## src/hdl/bcse_pkg.sv

```systemverilog
// ----------------------------------------------------------------------------
// bcse_pkg
// Types, constants and the voltage table of the charge state estimator.
// ----------------------------------------------------------------------------
package bcse_pkg;

    localparam int OCV_ENTRIES = 19;

    localparam logic [21:0] UNITS_PER_MAH   = 22'd3600000;
    localparam logic [38:0] RST_FULL_UNITS  = 39'd72000000000;
    localparam logic [40:0] RST_HALF_UNITS  = 41'd36000000000;
    localparam logic [15:0] RST_NOMINAL     = 16'd20000;
    localparam logic [14:0] RST_IDLE_MA     = 15'd50;
    localparam logic [15:0] RST_IDLE_MS     = 16'd30000;
    localparam logic [14:0] RST_FULL_MA     = 15'd200;
    localparam logic [12:0] RST_FULL_MV     = 13'd4150;
    localparam logic [12:0] RST_EMPTY_MV    = 13'd2800;
    localparam logic [11:0] RST_SAVE_S      = 12'd60;
    localparam logic [6:0]  PCT_FULL        = 7'd100;

    localparam logic [2:0] CFG_NOMINAL  = 3'd0;
    localparam logic [2:0] CFG_IDLE_MA  = 3'd1;
    localparam logic [2:0] CFG_IDLE_MS  = 3'd2;
    localparam logic [2:0] CFG_FULL_MA  = 3'd3;
    localparam logic [2:0] CFG_FULL_MV  = 3'd4;
    localparam logic [2:0] CFG_EMPTY_MV = 3'd5;
    localparam logic [2:0] CFG_SAVE_S   = 3'd6;

    localparam logic [12:0] OCV_MV [OCV_ENTRIES] = '{
        13'd4150, 13'd4100, 13'd4050, 13'd4000, 13'd3950, 13'd3900, 13'd3850,
        13'd3800, 13'd3750, 13'd3700, 13'd3650, 13'd3600, 13'd3500, 13'd3400,
        13'd3300, 13'd3200, 13'd3100, 13'd3000, 13'd2800
    };
    localparam logic [6:0] OCV_PCT [OCV_ENTRIES] = '{
        7'd100, 7'd95, 7'd90, 7'd85, 7'd80, 7'd75, 7'd70, 7'd65, 7'd60, 7'd50,
        7'd40, 7'd30, 7'd20, 7'd15, 7'd10, 7'd5, 7'd3, 7'd1, 7'd0
    };

    typedef struct packed {
        logic signed [15:0] pack_ma;
        logic [12:0]        cell_mv;
        logic               charger_on;
        logic [15:0]        elapsed_ms;
    } t_in;

    typedef struct packed {
        logic [6:0]  charge_pct;
        logic [6:0]  health_pct;
        logic [16:0] remaining_mah;
        logic [16:0] full_capacity_mah;
        logic [15:0] cycle_tenths;
        logic        save_request;
    } t_out;

    typedef struct packed {
        logic        start;
        logic        is_div;
        logic [47:0] a;
        logic [39:0] b;
    } t_su_req;

    typedef struct packed {
        logic        done;
        logic [47:0] q;
        logic [39:0] r;
    } t_su_rsp;

    function automatic logic [6:0] ocv_percent(input logic [12:0] mv);
        logic [6:0] p;
        logic       hit;
        p   = '0;
        hit = 1'b0;
        for (int i = 0; i < OCV_ENTRIES; i++) begin
            if (!hit && mv >= OCV_MV[i]) begin
                p   = OCV_PCT[i];
                hit = 1'b1;
            end
        end
        return p;
    endfunction

endpackage

```

## src/hdl/battery_charge_state_estimator.sv

```systemverilog
// ----------------------------------------------------------------------------
// battery_charge_state_estimator
// Coulomb counter with voltage table rest correction, capacity learning,
// cycle counting and save requests.
// ----------------------------------------------------------------------------
//  channel  | valid   | stall   | payload
//  ---------+---------+---------+--------
//  sample   | i_valid | o_stall | i_data
//  result   | o_valid | i_stall | o_data
//  config   | i_cfg_we| -       | i_cfg_idx, i_cfg_data
//
// Samples are taken one at a time: a new sample is accepted only once the
// result of the last one is pushed. Every multiply and divide runs on the
// shared bit-serial unit; which of them run depends on which of charging,
// rest correction, learning and the save check apply. A stalled earlier
// result delays the push. Reset is synchronous; no clearing pass. A
// finished result sits in the output register while the next sample is
// taken; o_stall is high while a sample is in work.
// ----------------------------------------------------------------------------
module battery_charge_state_estimator
    import bcse_pkg::*;
(
    input  logic        i_clk,
    input  logic        i_rst_n,
    input  logic        i_valid,
    output logic        o_stall,
    input  t_in         i_data,
    output logic        o_valid,
    input  logic        i_stall,
    output t_out        o_data,
    input  logic        i_cfg_we,
    input  logic [2:0]  i_cfg_idx,
    input  logic [15:0] i_cfg_data
);

    localparam logic [4:0] S_IDLE  = 5'd0;
    localparam logic [4:0] S_NOM   = 5'd1;
    localparam logic [4:0] S_PROD  = 5'd2;
    localparam logic [4:0] S_CYC   = 5'd3;
    localparam logic [4:0] S_REST  = 5'd4;
    localparam logic [4:0] S_TGT   = 5'd5;
    localparam logic [4:0] S_TGT2  = 5'd6;
    localparam logic [4:0] S_ADJ   = 5'd7;
    localparam logic [4:0] S_FULL  = 5'd8;
    localparam logic [4:0] S_LRN   = 5'd9;
    localparam logic [4:0] S_H1    = 5'd10;
    localparam logic [4:0] S_H2    = 5'd11;
    localparam logic [4:0] S_EMPTY = 5'd12;
    localparam logic [4:0] S_SOC1  = 5'd13;
    localparam logic [4:0] S_SOC2  = 5'd14;
    localparam logic [4:0] S_SCHK  = 5'd15;
    localparam logic [4:0] S_SAV   = 5'd16;
    localparam logic [4:0] S_REM   = 5'd17;
    localparam logic [4:0] S_FCM   = 5'd18;
    localparam logic [4:0] S_PUSH  = 5'd19;

    logic [15:0] r_nominal;
    logic [14:0] r_idle_ma;
    logic [15:0] r_idle_ms;
    logic [14:0] r_full_ma;
    logic [12:0] r_full_mv;
    logic [12:0] r_empty_mv;
    logic [11:0] r_save_s;

    logic [4:0]         r_state, n_state;
    logic signed [15:0] r_cur, n_cur;
    logic [12:0]        r_mv, n_mv;
    logic               r_chg, n_chg;
    logic [15:0]        r_dt, n_dt;
    logic [37:0]        r_nom, n_nom;
    logic signed [40:0] r_charge, n_charge;
    logic [38:0]        r_fc, n_fc;
    logic [38:0]        r_cis, n_cis;
    logic [15:0]        r_cycle, n_cycle;
    logic [16:0]        r_rest, n_rest;
    logic               r_armed, n_armed;
    logic [21:0]        r_stimer, n_stimer;
    logic [38:0]        r_last, n_last;
    logic [6:0]         r_health, n_health;
    logic [6:0]         r_soc, n_soc;
    logic [16:0]        r_rem, n_rem;
    logic [16:0]        r_fcm, n_fcm;
    logic               r_save, n_save;
    logic               r_neg, n_neg;
    logic               r_o_valid, n_o_valid;
    t_out               r_o_data, n_o_data;

    t_su_req su_req;
    t_su_rsp su_rsp;

    logic               accept;
    logic [15:0]        mag;
    logic [15:0]        nom_mah;
    logic signed [41:0] tdiff;
    logic [40:0]        tmag;
    logic [40:0]        learn2;
    logic [39:0]        nom3;
    logic               learn_ok;
    logic               full_hit;
    logic signed [40:0] c0;
    logic [40:0]        clamped;
    logic [16:0]        rest_sum;
    logic [21:0]        st_sum;
    logic [21:0]        save_lim;
    logic signed [40:0] sdiff;
    logic [39:0]        sabs;

    bcse_serial u_serial (
        .i_clk   (i_clk),
        .i_rst_n (i_rst_n),
        .i_req   (su_req),
        .o_rsp   (su_rsp)
    );

    assign o_stall = (r_state != S_IDLE);
    assign accept  = i_valid && !o_stall;
    assign o_valid = r_o_valid;
    assign o_data  = r_o_data;

    assign mag      = r_cur[15] ? 16'(-r_cur) : r_cur;
    assign nom_mah  = (r_nominal == '0) ? 16'd1 : r_nominal;
    assign tdiff    = $signed({3'b000, su_rsp.q[38:0]}) - 42'(r_charge);
    assign tmag     = tdiff[41] ? 41'(-tdiff) : tdiff[40:0];
    assign learn2   = {r_charge[39:0], 1'b0};
    assign nom3     = {1'b0, r_nom, 1'b0} + {2'b00, r_nom};
    assign learn_ok = !r_charge[40] && (learn2 > {3'b000, r_nom}) &&
                      (learn2 < {1'b0, nom3});
    assign full_hit = r_chg && r_cur[15] && (mag < {1'b0, r_full_ma}) &&
                      (r_mv >= r_full_mv);
    assign c0       = ((r_mv <= r_empty_mv) && (r_mv != '0)) ? '0 : r_charge;
    assign clamped  = c0[40] ? '0 :
                      (c0[39:0] > {1'b0, r_fc}) ? {2'b00, r_fc} : c0;
    assign rest_sum = r_rest + {1'b0, r_dt};
    assign st_sum   = r_stimer + {6'd0, r_dt};
    assign save_lim = {r_save_s, 10'd0} - {6'd0, r_save_s, 4'd0} -
                      {7'd0, r_save_s, 3'd0};
    assign sdiff    = r_charge - $signed({2'b00, r_last});
    assign sabs     = sdiff[40] ? 40'(-sdiff) : sdiff[39:0];

    always_comb begin
        n_state   = r_state;
        n_cur     = r_cur;
        n_mv      = r_mv;
        n_chg     = r_chg;
        n_dt      = r_dt;
        n_nom     = r_nom;
        n_charge  = r_charge;
        n_fc      = r_fc;
        n_cis     = r_cis;
        n_cycle   = r_cycle;
        n_rest    = r_rest;
        n_armed   = r_armed;
        n_stimer  = r_stimer;
        n_last    = r_last;
        n_health  = r_health;
        n_soc     = r_soc;
        n_rem     = r_rem;
        n_fcm     = r_fcm;
        n_save    = r_save;
        n_neg     = r_neg;
        n_o_valid = r_o_valid && i_stall;
        n_o_data  = r_o_data;
        su_req    = '0;

        case (r_state)
            S_IDLE: begin
                if (accept) begin
                    n_cur     = i_data.pack_ma;
                    n_mv      = i_data.cell_mv;
                    n_chg     = i_data.charger_on;
                    n_dt      = i_data.elapsed_ms;
                    su_req    = '{1'b1, 1'b0, {26'd0, UNITS_PER_MAH},
                                  {24'd0, nom_mah}};
                    n_state   = S_NOM;
                end
            end
            S_NOM: begin
                if (su_rsp.done) begin
                    n_nom   = su_rsp.q[37:0];
                    su_req  = '{1'b1, 1'b0, {32'd0, mag}, {24'd0, r_dt}};
                    n_state = S_PROD;
                end
            end
            S_PROD: begin
                if (su_rsp.done) begin
                    if (r_cur[15]) begin
                        n_charge = r_charge + $signed({9'd0, su_rsp.q[31:0]});
                        n_cis    = r_cis + {7'd0, su_rsp.q[31:0]};
                        su_req   = '{1'b1, 1'b1, {9'd0, n_cis}, {2'b00, r_nom}};
                        n_state  = S_CYC;
                    end else begin
                        n_charge = r_charge - $signed({9'd0, su_rsp.q[31:0]});
                        n_state  = S_REST;
                    end
                end
            end
            S_CYC: begin
                if (su_rsp.done) begin
                    n_cis   = su_rsp.r[38:0];
                    n_cycle = r_cycle + {su_rsp.q[12:0], 3'b000} +
                              {su_rsp.q[14:0], 1'b0};
                    n_state = S_REST;
                end
            end
            S_REST: begin
                if (mag < {1'b0, r_idle_ma}) begin
                    if (rest_sum >= {1'b0, r_idle_ms}) begin
                        n_rest  = {1'b0, r_idle_ms};
                        su_req  = '{1'b1, 1'b0, {9'd0, r_fc},
                                    {33'd0, ocv_percent(r_mv)}};
                        n_state = S_TGT;
                    end else begin
                        n_rest  = rest_sum;
                        n_state = S_FULL;
                    end
                end else begin
                    n_rest  = '0;
                    n_state = S_FULL;
                end
            end
            S_TGT: begin
                if (su_rsp.done) begin
                    su_req  = '{1'b1, 1'b1, su_rsp.q, {33'd0, PCT_FULL}};
                    n_state = S_TGT2;
                end
            end
            S_TGT2: begin
                if (su_rsp.done) begin
                    n_neg   = tdiff[41];
                    su_req  = '{1'b1, 1'b1, {7'd0, tmag}, 40'd10};
                    n_state = S_ADJ;
                end
            end
            S_ADJ: begin
                if (su_rsp.done) begin
                    n_charge = r_neg ? r_charge - $signed(su_rsp.q[40:0])
                                     : r_charge + $signed(su_rsp.q[40:0]);
                    n_state  = S_FULL;
                end
            end
            S_FULL: begin
                if (full_hit && r_armed && learn_ok) begin
                    su_req  = '{1'b1, 1'b1,
                                {7'd0, r_fc, 2'b00} + {7'd0, r_charge}, 40'd5};
                    n_state = S_LRN;
                end else begin
                    if (full_hit) begin
                        n_armed  = 1'b0;
                        n_charge = $signed({2'b00, r_fc});
                    end
                    n_state = S_EMPTY;
                end
            end
            S_LRN: begin
                if (su_rsp.done) begin
                    n_fc    = su_rsp.q[38:0];
                    su_req  = '{1'b1, 1'b0, {9'd0, su_rsp.q[38:0]}, 40'd200};
                    n_state = S_H1;
                end
            end
            S_H1: begin
                if (su_rsp.done) begin
                    su_req  = '{1'b1, 1'b1, su_rsp.q + {10'd0, r_nom},
                                {1'b0, r_nom, 1'b0}};
                    n_state = S_H2;
                end
            end
            S_H2: begin
                if (su_rsp.done) begin
                    n_health = (su_rsp.q > {41'd0, PCT_FULL}) ? PCT_FULL
                                                              : su_rsp.q[6:0];
                    n_armed  = 1'b0;
                    n_charge = $signed({2'b00, r_fc});
                    n_state  = S_EMPTY;
                end
            end
            S_EMPTY: begin
                if ((r_mv <= r_empty_mv) && (r_mv != '0)) begin
                    n_armed = 1'b1;
                end
                n_charge = $signed(clamped);
                su_req   = '{1'b1, 1'b0, {7'd0, clamped}, 40'd200};
                n_state  = S_SOC1;
            end
            S_SOC1: begin
                if (su_rsp.done) begin
                    su_req  = '{1'b1, 1'b1, su_rsp.q + {9'd0, r_fc},
                                {r_fc, 1'b0}};
                    n_state = S_SOC2;
                end
            end
            S_SOC2: begin
                if (su_rsp.done) begin
                    if (r_fc == '0) begin
                        n_soc = '0;
                    end else if (su_rsp.q > {41'd0, PCT_FULL}) begin
                        n_soc = PCT_FULL;
                    end else begin
                        n_soc = su_rsp.q[6:0];
                    end
                    n_state = S_SCHK;
                end
            end
            S_SCHK: begin
                n_save = 1'b0;
                if (st_sum >= save_lim) begin
                    n_stimer = '0;
                    su_req   = '{1'b1, 1'b0, {8'd0, sabs}, 40'd100};
                    n_state  = S_SAV;
                end else begin
                    n_stimer = st_sum;
                    su_req   = '{1'b1, 1'b1, {7'd0, r_charge},
                                 {18'd0, UNITS_PER_MAH}};
                    n_state  = S_REM;
                end
            end
            S_SAV: begin
                if (su_rsp.done) begin
                    if (su_rsp.q >= {9'd0, r_fc}) begin
                        n_save = 1'b1;
                        n_last = r_charge[38:0];
                    end
                    su_req  = '{1'b1, 1'b1, {7'd0, r_charge},
                                {18'd0, UNITS_PER_MAH}};
                    n_state = S_REM;
                end
            end
            S_REM: begin
                if (su_rsp.done) begin
                    n_rem   = su_rsp.q[16:0];
                    su_req  = '{1'b1, 1'b1, {9'd0, r_fc}, {18'd0, UNITS_PER_MAH}};
                    n_state = S_FCM;
                end
            end
            S_FCM: begin
                if (su_rsp.done) begin
                    n_fcm   = su_rsp.q[16:0];
                    n_state = S_PUSH;
                end
            end
            S_PUSH: begin
                if (!r_o_valid || !i_stall) begin
                    n_o_valid                  = 1'b1;
                    n_o_data.charge_pct        = r_soc;
                    n_o_data.health_pct        = r_health;
                    n_o_data.remaining_mah     = r_rem;
                    n_o_data.full_capacity_mah = r_fcm;
                    n_o_data.cycle_tenths      = r_cycle;
                    n_o_data.save_request      = r_save;
                    n_state                    = S_IDLE;
                end
            end
            default: begin
                n_state = S_IDLE;
            end
        endcase
    end

    always_ff @(posedge i_clk) begin
        if (!i_rst_n) begin
            r_state    <= S_IDLE;
            r_o_valid  <= 1'b0;
            r_charge   <= $signed(RST_HALF_UNITS);
            r_fc       <= RST_FULL_UNITS;
            r_cis      <= '0;
            r_cycle    <= '0;
            r_rest     <= '0;
            r_armed    <= 1'b0;
            r_stimer   <= '0;
            r_last     <= RST_HALF_UNITS[38:0];
            r_health   <= PCT_FULL;
            r_nominal  <= RST_NOMINAL;
            r_idle_ma  <= RST_IDLE_MA;
            r_idle_ms  <= RST_IDLE_MS;
            r_full_ma  <= RST_FULL_MA;
            r_full_mv  <= RST_FULL_MV;
            r_empty_mv <= RST_EMPTY_MV;
            r_save_s   <= RST_SAVE_S;
        end else begin
            r_state   <= n_state;
            r_o_valid <= n_o_valid;
            r_charge  <= n_charge;
            r_fc      <= n_fc;
            r_cis     <= n_cis;
            r_cycle   <= n_cycle;
            r_rest    <= n_rest;
            r_armed   <= n_armed;
            r_stimer  <= n_stimer;
            r_last    <= n_last;
            r_health  <= n_health;
            if (i_cfg_we) begin
                case (i_cfg_idx)
                    CFG_NOMINAL:  r_nominal  <= i_cfg_data;
                    CFG_IDLE_MA:  r_idle_ma  <= i_cfg_data[14:0];
                    CFG_IDLE_MS:  r_idle_ms  <= i_cfg_data;
                    CFG_FULL_MA:  r_full_ma  <= i_cfg_data[14:0];
                    CFG_FULL_MV:  r_full_mv  <= i_cfg_data[12:0];
                    CFG_EMPTY_MV: r_empty_mv <= i_cfg_data[12:0];
                    CFG_SAVE_S:   r_save_s   <= i_cfg_data[11:0];
                    default: begin
                    end
                endcase
            end
        end
        r_cur    <= n_cur;
        r_mv     <= n_mv;
        r_chg    <= n_chg;
        r_dt     <= n_dt;
        r_nom    <= n_nom;
        r_soc    <= n_soc;
        r_rem    <= n_rem;
        r_fcm    <= n_fcm;
        r_save   <= n_save;
        r_neg    <= n_neg;
        r_o_data <= n_o_data;
    end

`ifndef ASSERT_OFF
    a_busy_after_accept: assert property (@(posedge i_clk) disable iff (!i_rst_n)
        accept |=> o_stall)
        else $error("sample accepted but block not busy");

    a_charge_bounded: assert property (@(posedge i_clk) disable iff (!i_rst_n)
        (r_state == S_IDLE) |-> (!r_charge[40] && r_charge[39:0] <= {1'b0, r_fc}))
        else $error("charge outside zero to full capacity between samples");

    a_pct_range: assert property (@(posedge i_clk) disable iff (!i_rst_n)
        o_valid |-> (o_data.charge_pct <= PCT_FULL && o_data.health_pct <= PCT_FULL))
        else $error("percent above full scale");

    a_push_only_when_free: assert property (@(posedge i_clk) disable iff (!i_rst_n)
        (r_state == S_PUSH && o_valid && i_stall) |=> (r_state == S_PUSH))
        else $error("result pushed over a pending transaction");
`endif

endmodule

```

## src/hdl/bcse_serial.sv

```systemverilog
// ----------------------------------------------------------------------------
// bcse_serial
// Shared shift-add multiplier (48 x 16) and restoring divider (48 / 40),
// one bit per cycle.
// ----------------------------------------------------------------------------
module bcse_serial
    import bcse_pkg::*;
(
    input  logic    i_clk,
    input  logic    i_rst_n,
    input  t_su_req i_req,
    output t_su_rsp o_rsp
);

    logic        r_busy, n_busy;
    logic        r_done, n_done;
    logic        r_div, n_div;
    logic [5:0]  r_cnt, n_cnt;
    logic [47:0] r_a, n_a;
    logic [39:0] r_b, n_b;
    logic [47:0] r_acc, n_acc;
    logic [40:0] r_rem, n_rem;
    logic [40:0] rem_sh;
    logic [5:0]  last;

    assign rem_sh = {r_rem[39:0], r_a[47]};
    assign last   = r_div ? 6'd47 : 6'd15;

    always_comb begin
        n_busy = r_busy;
        n_done = 1'b0;
        n_div  = r_div;
        n_cnt  = r_cnt;
        n_a    = r_a;
        n_b    = r_b;
        n_acc  = r_acc;
        n_rem  = r_rem;
        if (r_busy) begin
            n_cnt = r_cnt + 6'd1;
            if (r_div) begin
                if (rem_sh >= {1'b0, r_b}) begin
                    n_rem = rem_sh - {1'b0, r_b};
                    n_a   = {r_a[46:0], 1'b1};
                end else begin
                    n_rem = rem_sh;
                    n_a   = {r_a[46:0], 1'b0};
                end
            end else begin
                if (r_b[0]) begin
                    n_acc = r_acc + r_a;
                end
                n_a = {r_a[46:0], 1'b0};
                n_b = {1'b0, r_b[39:1]};
            end
            if (r_cnt == last) begin
                n_busy = 1'b0;
                n_done = 1'b1;
            end
        end else if (i_req.start) begin
            n_busy = 1'b1;
            n_div  = i_req.is_div;
            n_cnt  = '0;
            n_a    = i_req.a;
            n_b    = i_req.b;
            n_acc  = '0;
            n_rem  = '0;
        end
    end

    always_ff @(posedge i_clk) begin
        if (!i_rst_n) begin
            r_busy <= 1'b0;
            r_done <= 1'b0;
            r_cnt  <= '0;
        end else begin
            r_busy <= n_busy;
            r_done <= n_done;
            r_cnt  <= n_cnt;
        end
        r_div <= n_div;
        r_a   <= n_a;
        r_b   <= n_b;
        r_acc <= n_acc;
        r_rem <= n_rem;
    end

    assign o_rsp.done = r_done;
    assign o_rsp.q    = r_div ? r_a : r_acc;
    assign o_rsp.r    = r_rem[39:0];

endmodule

```

## config.mk

```make
export PLATFORM = sky130hd
export DESIGN_NAME = battery_charge_state_estimator
export DESIGN_NICKNAME = d
export VERILOG_FILES = /design/src/hdl/bcse_pkg.sv /design/src/hdl/battery_charge_state_estimator.sv /design/src/hdl/bcse_serial.sv
export SDC_FILE = /design/constraint.sdc
export NUM_CORES = 2
export LEC_CHECK = 0
export BUFFER_PORTS_ARGS = -buffer_cell sky130_fd_sc_hd__buf_2
export CORE_MARGIN = 3
export CORE_UTILIZATION = 55
export CTS_BUF_LIST = sky130_fd_sc_hd__clkbuf_4
export DETAILED_ROUTE_END_ITERATION = 8
export PLACE_DENSITY = 0.81
export REMOVE_ABC_BUFFERS = 1
export SLEW_MARGIN = 20
export SYNTH_ARGS = -nofsm -noshare
export SYNTH_HDL_FRONTEND = slang
export SYNTH_SLANG_ARGS = --single-unit
```

## constraint.sdc

```tcl
create_clock -name i_clk -period 26.9 [get_ports i_clk]
set_input_delay 2.69 -clock i_clk [delete_from_list [all_inputs] [get_ports i_clk]]
set_output_delay 2.69 -clock i_clk [all_outputs]
set_load 0.1 [all_outputs]
```

==> metrics.csv <==
metric,value,unit
Layout Utilization,60.2,%
DRT Pass-1 Iters,9,
GR Layer Usage met1,60.0,%
Via density,6.84,
GR peak layer,met2,
Port Buffer Count,135,
GRT overflow,0,
CTS H-tree lvls,4,
initial antenna violation count,13,
Rows,126,
register area share after synthesis,26.9,%
status,"finished, final reports clean",
min Tclk post-route,8490,ps
Initial Utilization,55.6,%
vias in the first global route,63557,
Total Routed Length,283000,um
CTS sink count,702,
CP Launch Point,r_nom[10]$_DFFE_PP_,
"Setup Fix Bufs, Post-CTS",0,
hold_sp,r_rem[15]$_DFFE_PP_,
Final Skew,80.7,ps
Worst EP arrival,9310,ps
I/O pin cnt,137,
CTS tree,done,
hold path depth,0,
"count leader, synth",nor2_1,
Slew headroom,16.9,%
clk_lat worst skew,1260,ps
die area,124000,um^2
Slowest cell on crit path,nor4b_2,
final setup TNS,0,ps
DR vias,68576,
"Async S/R FF share, synth",0,%
Crit path max-delay family,compound AO/OA/AOI/OAI gates,
synth cell count leaders,"nor2_1 (743), ha_1 (733), nand2_1 (726), a21oi_1 (716), inv_1 (470)",
Critical R2R Launch,r_nom[10]$_DFFE_PP_,
post-synthesis average cell area,8.17,um^2
Levels on crit path,28,
Final Hold Fails,0,
most used cell along the critical path,a21o_1,
Final period util,31.6,%
Inserted Clock Buffers,199,
Worst Tran Pin Value,1240,ps
hold buffers post-CTS,0,
gr usage total,43.6,%
P_leak,0.0298,uW
largest net degree at the start of global routing,87,
Setup CP Type,flop to flop,
Hold/Removal Path Class,flop to flop,
Max Freq,118,MHz
Routability Congestion,1.06,
Starting DRT DRC Count,10019,
Synth area leaders,"edfxtp_1 (17%), ha_1 (14%), dfxtp_1 (10%)",
DRC,0,
Yosys warnings,0,
first-pass GRT wire length,409000,um
clock slew at reported path FFs,80,ps
post-DR wirelength/cell,28.3,um
Post-synth top flop,edfxtp_1,
Die Height,352,um
Core Box Area,119000,um^2
top cell type by total area after synthesis,edfxtp_1,
clk root buf,clkbuf_4,
max-cap violation count,0,
VDD IR max,0.168,mV
met3 GRT Util,15.1,%
antenna-violating nets left,0,
Power Dens Cells,141,nW/um^2
Area Overhead vs Synth,8.30,%
PostCTS Resize Cnt,0,
crit path buf inv count,3,
worst-case reg-to-reg path depth,28,
RSZ-0062 raised after global routing,false,
Synth top area share,16.8,%
met2 Usage GRT,61.5,%
Syn Inst Count,8064,
startpoint types,flop,
Detail Placement HPWL,220000,um
"EDFF count, synth",368,
share of cells above drive strength 1,9.10,%
max-slew violation count,0,
synthesized cell area,65900,um^2
Critical Path RT,27720,ps
Die W,352,um
crit-path max cell delay,870,ps
crit end category,flop,
Setup-failing EPs final,0,
NumNets Final,9059,
CTS max path bufs,3,
"FF+latch count, synth",702,
library cells used by synthesis,105,
peak fanout along the critical path,48,
==> routing by layer <==
layer	up-vias	wire length (um)	share of wire, %
met2	4617	113000	40
met1	32723	114000	40
met4	8	13300	4.7
met3	754	42600	15
met5	-	241	0.085
li1	30474	-	-
==> sequential cells by signal (all words and copies together), names as in the netlist, 16 cells and up <==
register and count:
o_data 64, u_serial.r_a 48, u_serial.r_acc 48, r_charge 41, u_serial.r_b 40, u_serial.r_rem 40, r_cis 39, r_fc 39
r_last 39, r_nom 38, r_stimer 22, r_fcm 17, r_rem 17, r_rest 17, r_cur 16, r_dt 16
r_idle_ms 16, r_nominal 16
==> path summary, 6_finish.rpt <==
kind | endpoint | slack [ps]
setup / recovery | u_serial.r_acc[35]$_SDFFCE_PN0P_ | 18410
hold / removal | o_data[49]$_DFFE_PP_ | 400
setup reg to reg | u_serial.r_acc[35]$_SDFFCE_PN0P_ | 18410
hold reg to reg | o_data[49]$_DFFE_PP_ | 400
==> cells in the final DEF (no fill, tap or decap), types with 100 or more instances in the layout <==
cell	n
ha_1	733
xor2_1	177
mux2i_1	130
buf_4	163
o21ai_0	444
edfxtp_1	368
a21oi_1	714
o211ai_1	127
dfxtp_1	333
nor3_1	168
nor2_1	734
clkbuf_4	295
a21o_1	223
nand2_1	725
buf_2	134
nand4_1	100
a211oi_1	123
inv_1	468
nand3_1	180
xnor2_1	382
==> metrics by stage <==
step	setup WS (ps)	cells	total power [uW]	instance area (um^2)	hold WS (ps)
floorplan	14570	7728	6440	64500	400
global placement	18760	9625	8570	68700	401
detailed placement	18550	9625	8650	68700	405
CTS	18530	10002	9770	71300	402
global route	18000	10011	10600	71400	398
finish	18410	10019	10100	71400	398
==> where the power goes <==
part / total, uW / internal (uW) / switching (uW) / leakage, uW
clock: 1070 / 517 / 558 / 0.00159
sequential: 1670 / 1430 / 239 / 0.00621
combinational: 7350 / 2560 / 4790 / 0.0220
==> logic make-up after synthesis <==
family          count (synthesis)  synth area share (%)
compound gates               2608                  26.2
flops                         702                  26.9
xor+xnor                      559                  7.43
fa+ha+maj                     763                  14.8
mux                           140                  2.15
buf+inv                       817                  4.83
simple gates                 2474                  17.6
other cells                     1               0.00569
==> area by class of cell <==
class / count / area [um^2]
Inverter: 481 / 1820
Timing Repair Buffer: 297 / 1890
Tap cell: 1600 / 2000
Fill cell: 10643 / 47200
Clock inverter: 82 / 462
Antenna cell: 17 / 42.5
Multi-Input combinational cell: 6545 / 45200
Sequential cell: 702 / 17700
Clock buffer: 295 / 2210
Note: power is estimated with default switching activity, not from simulation.
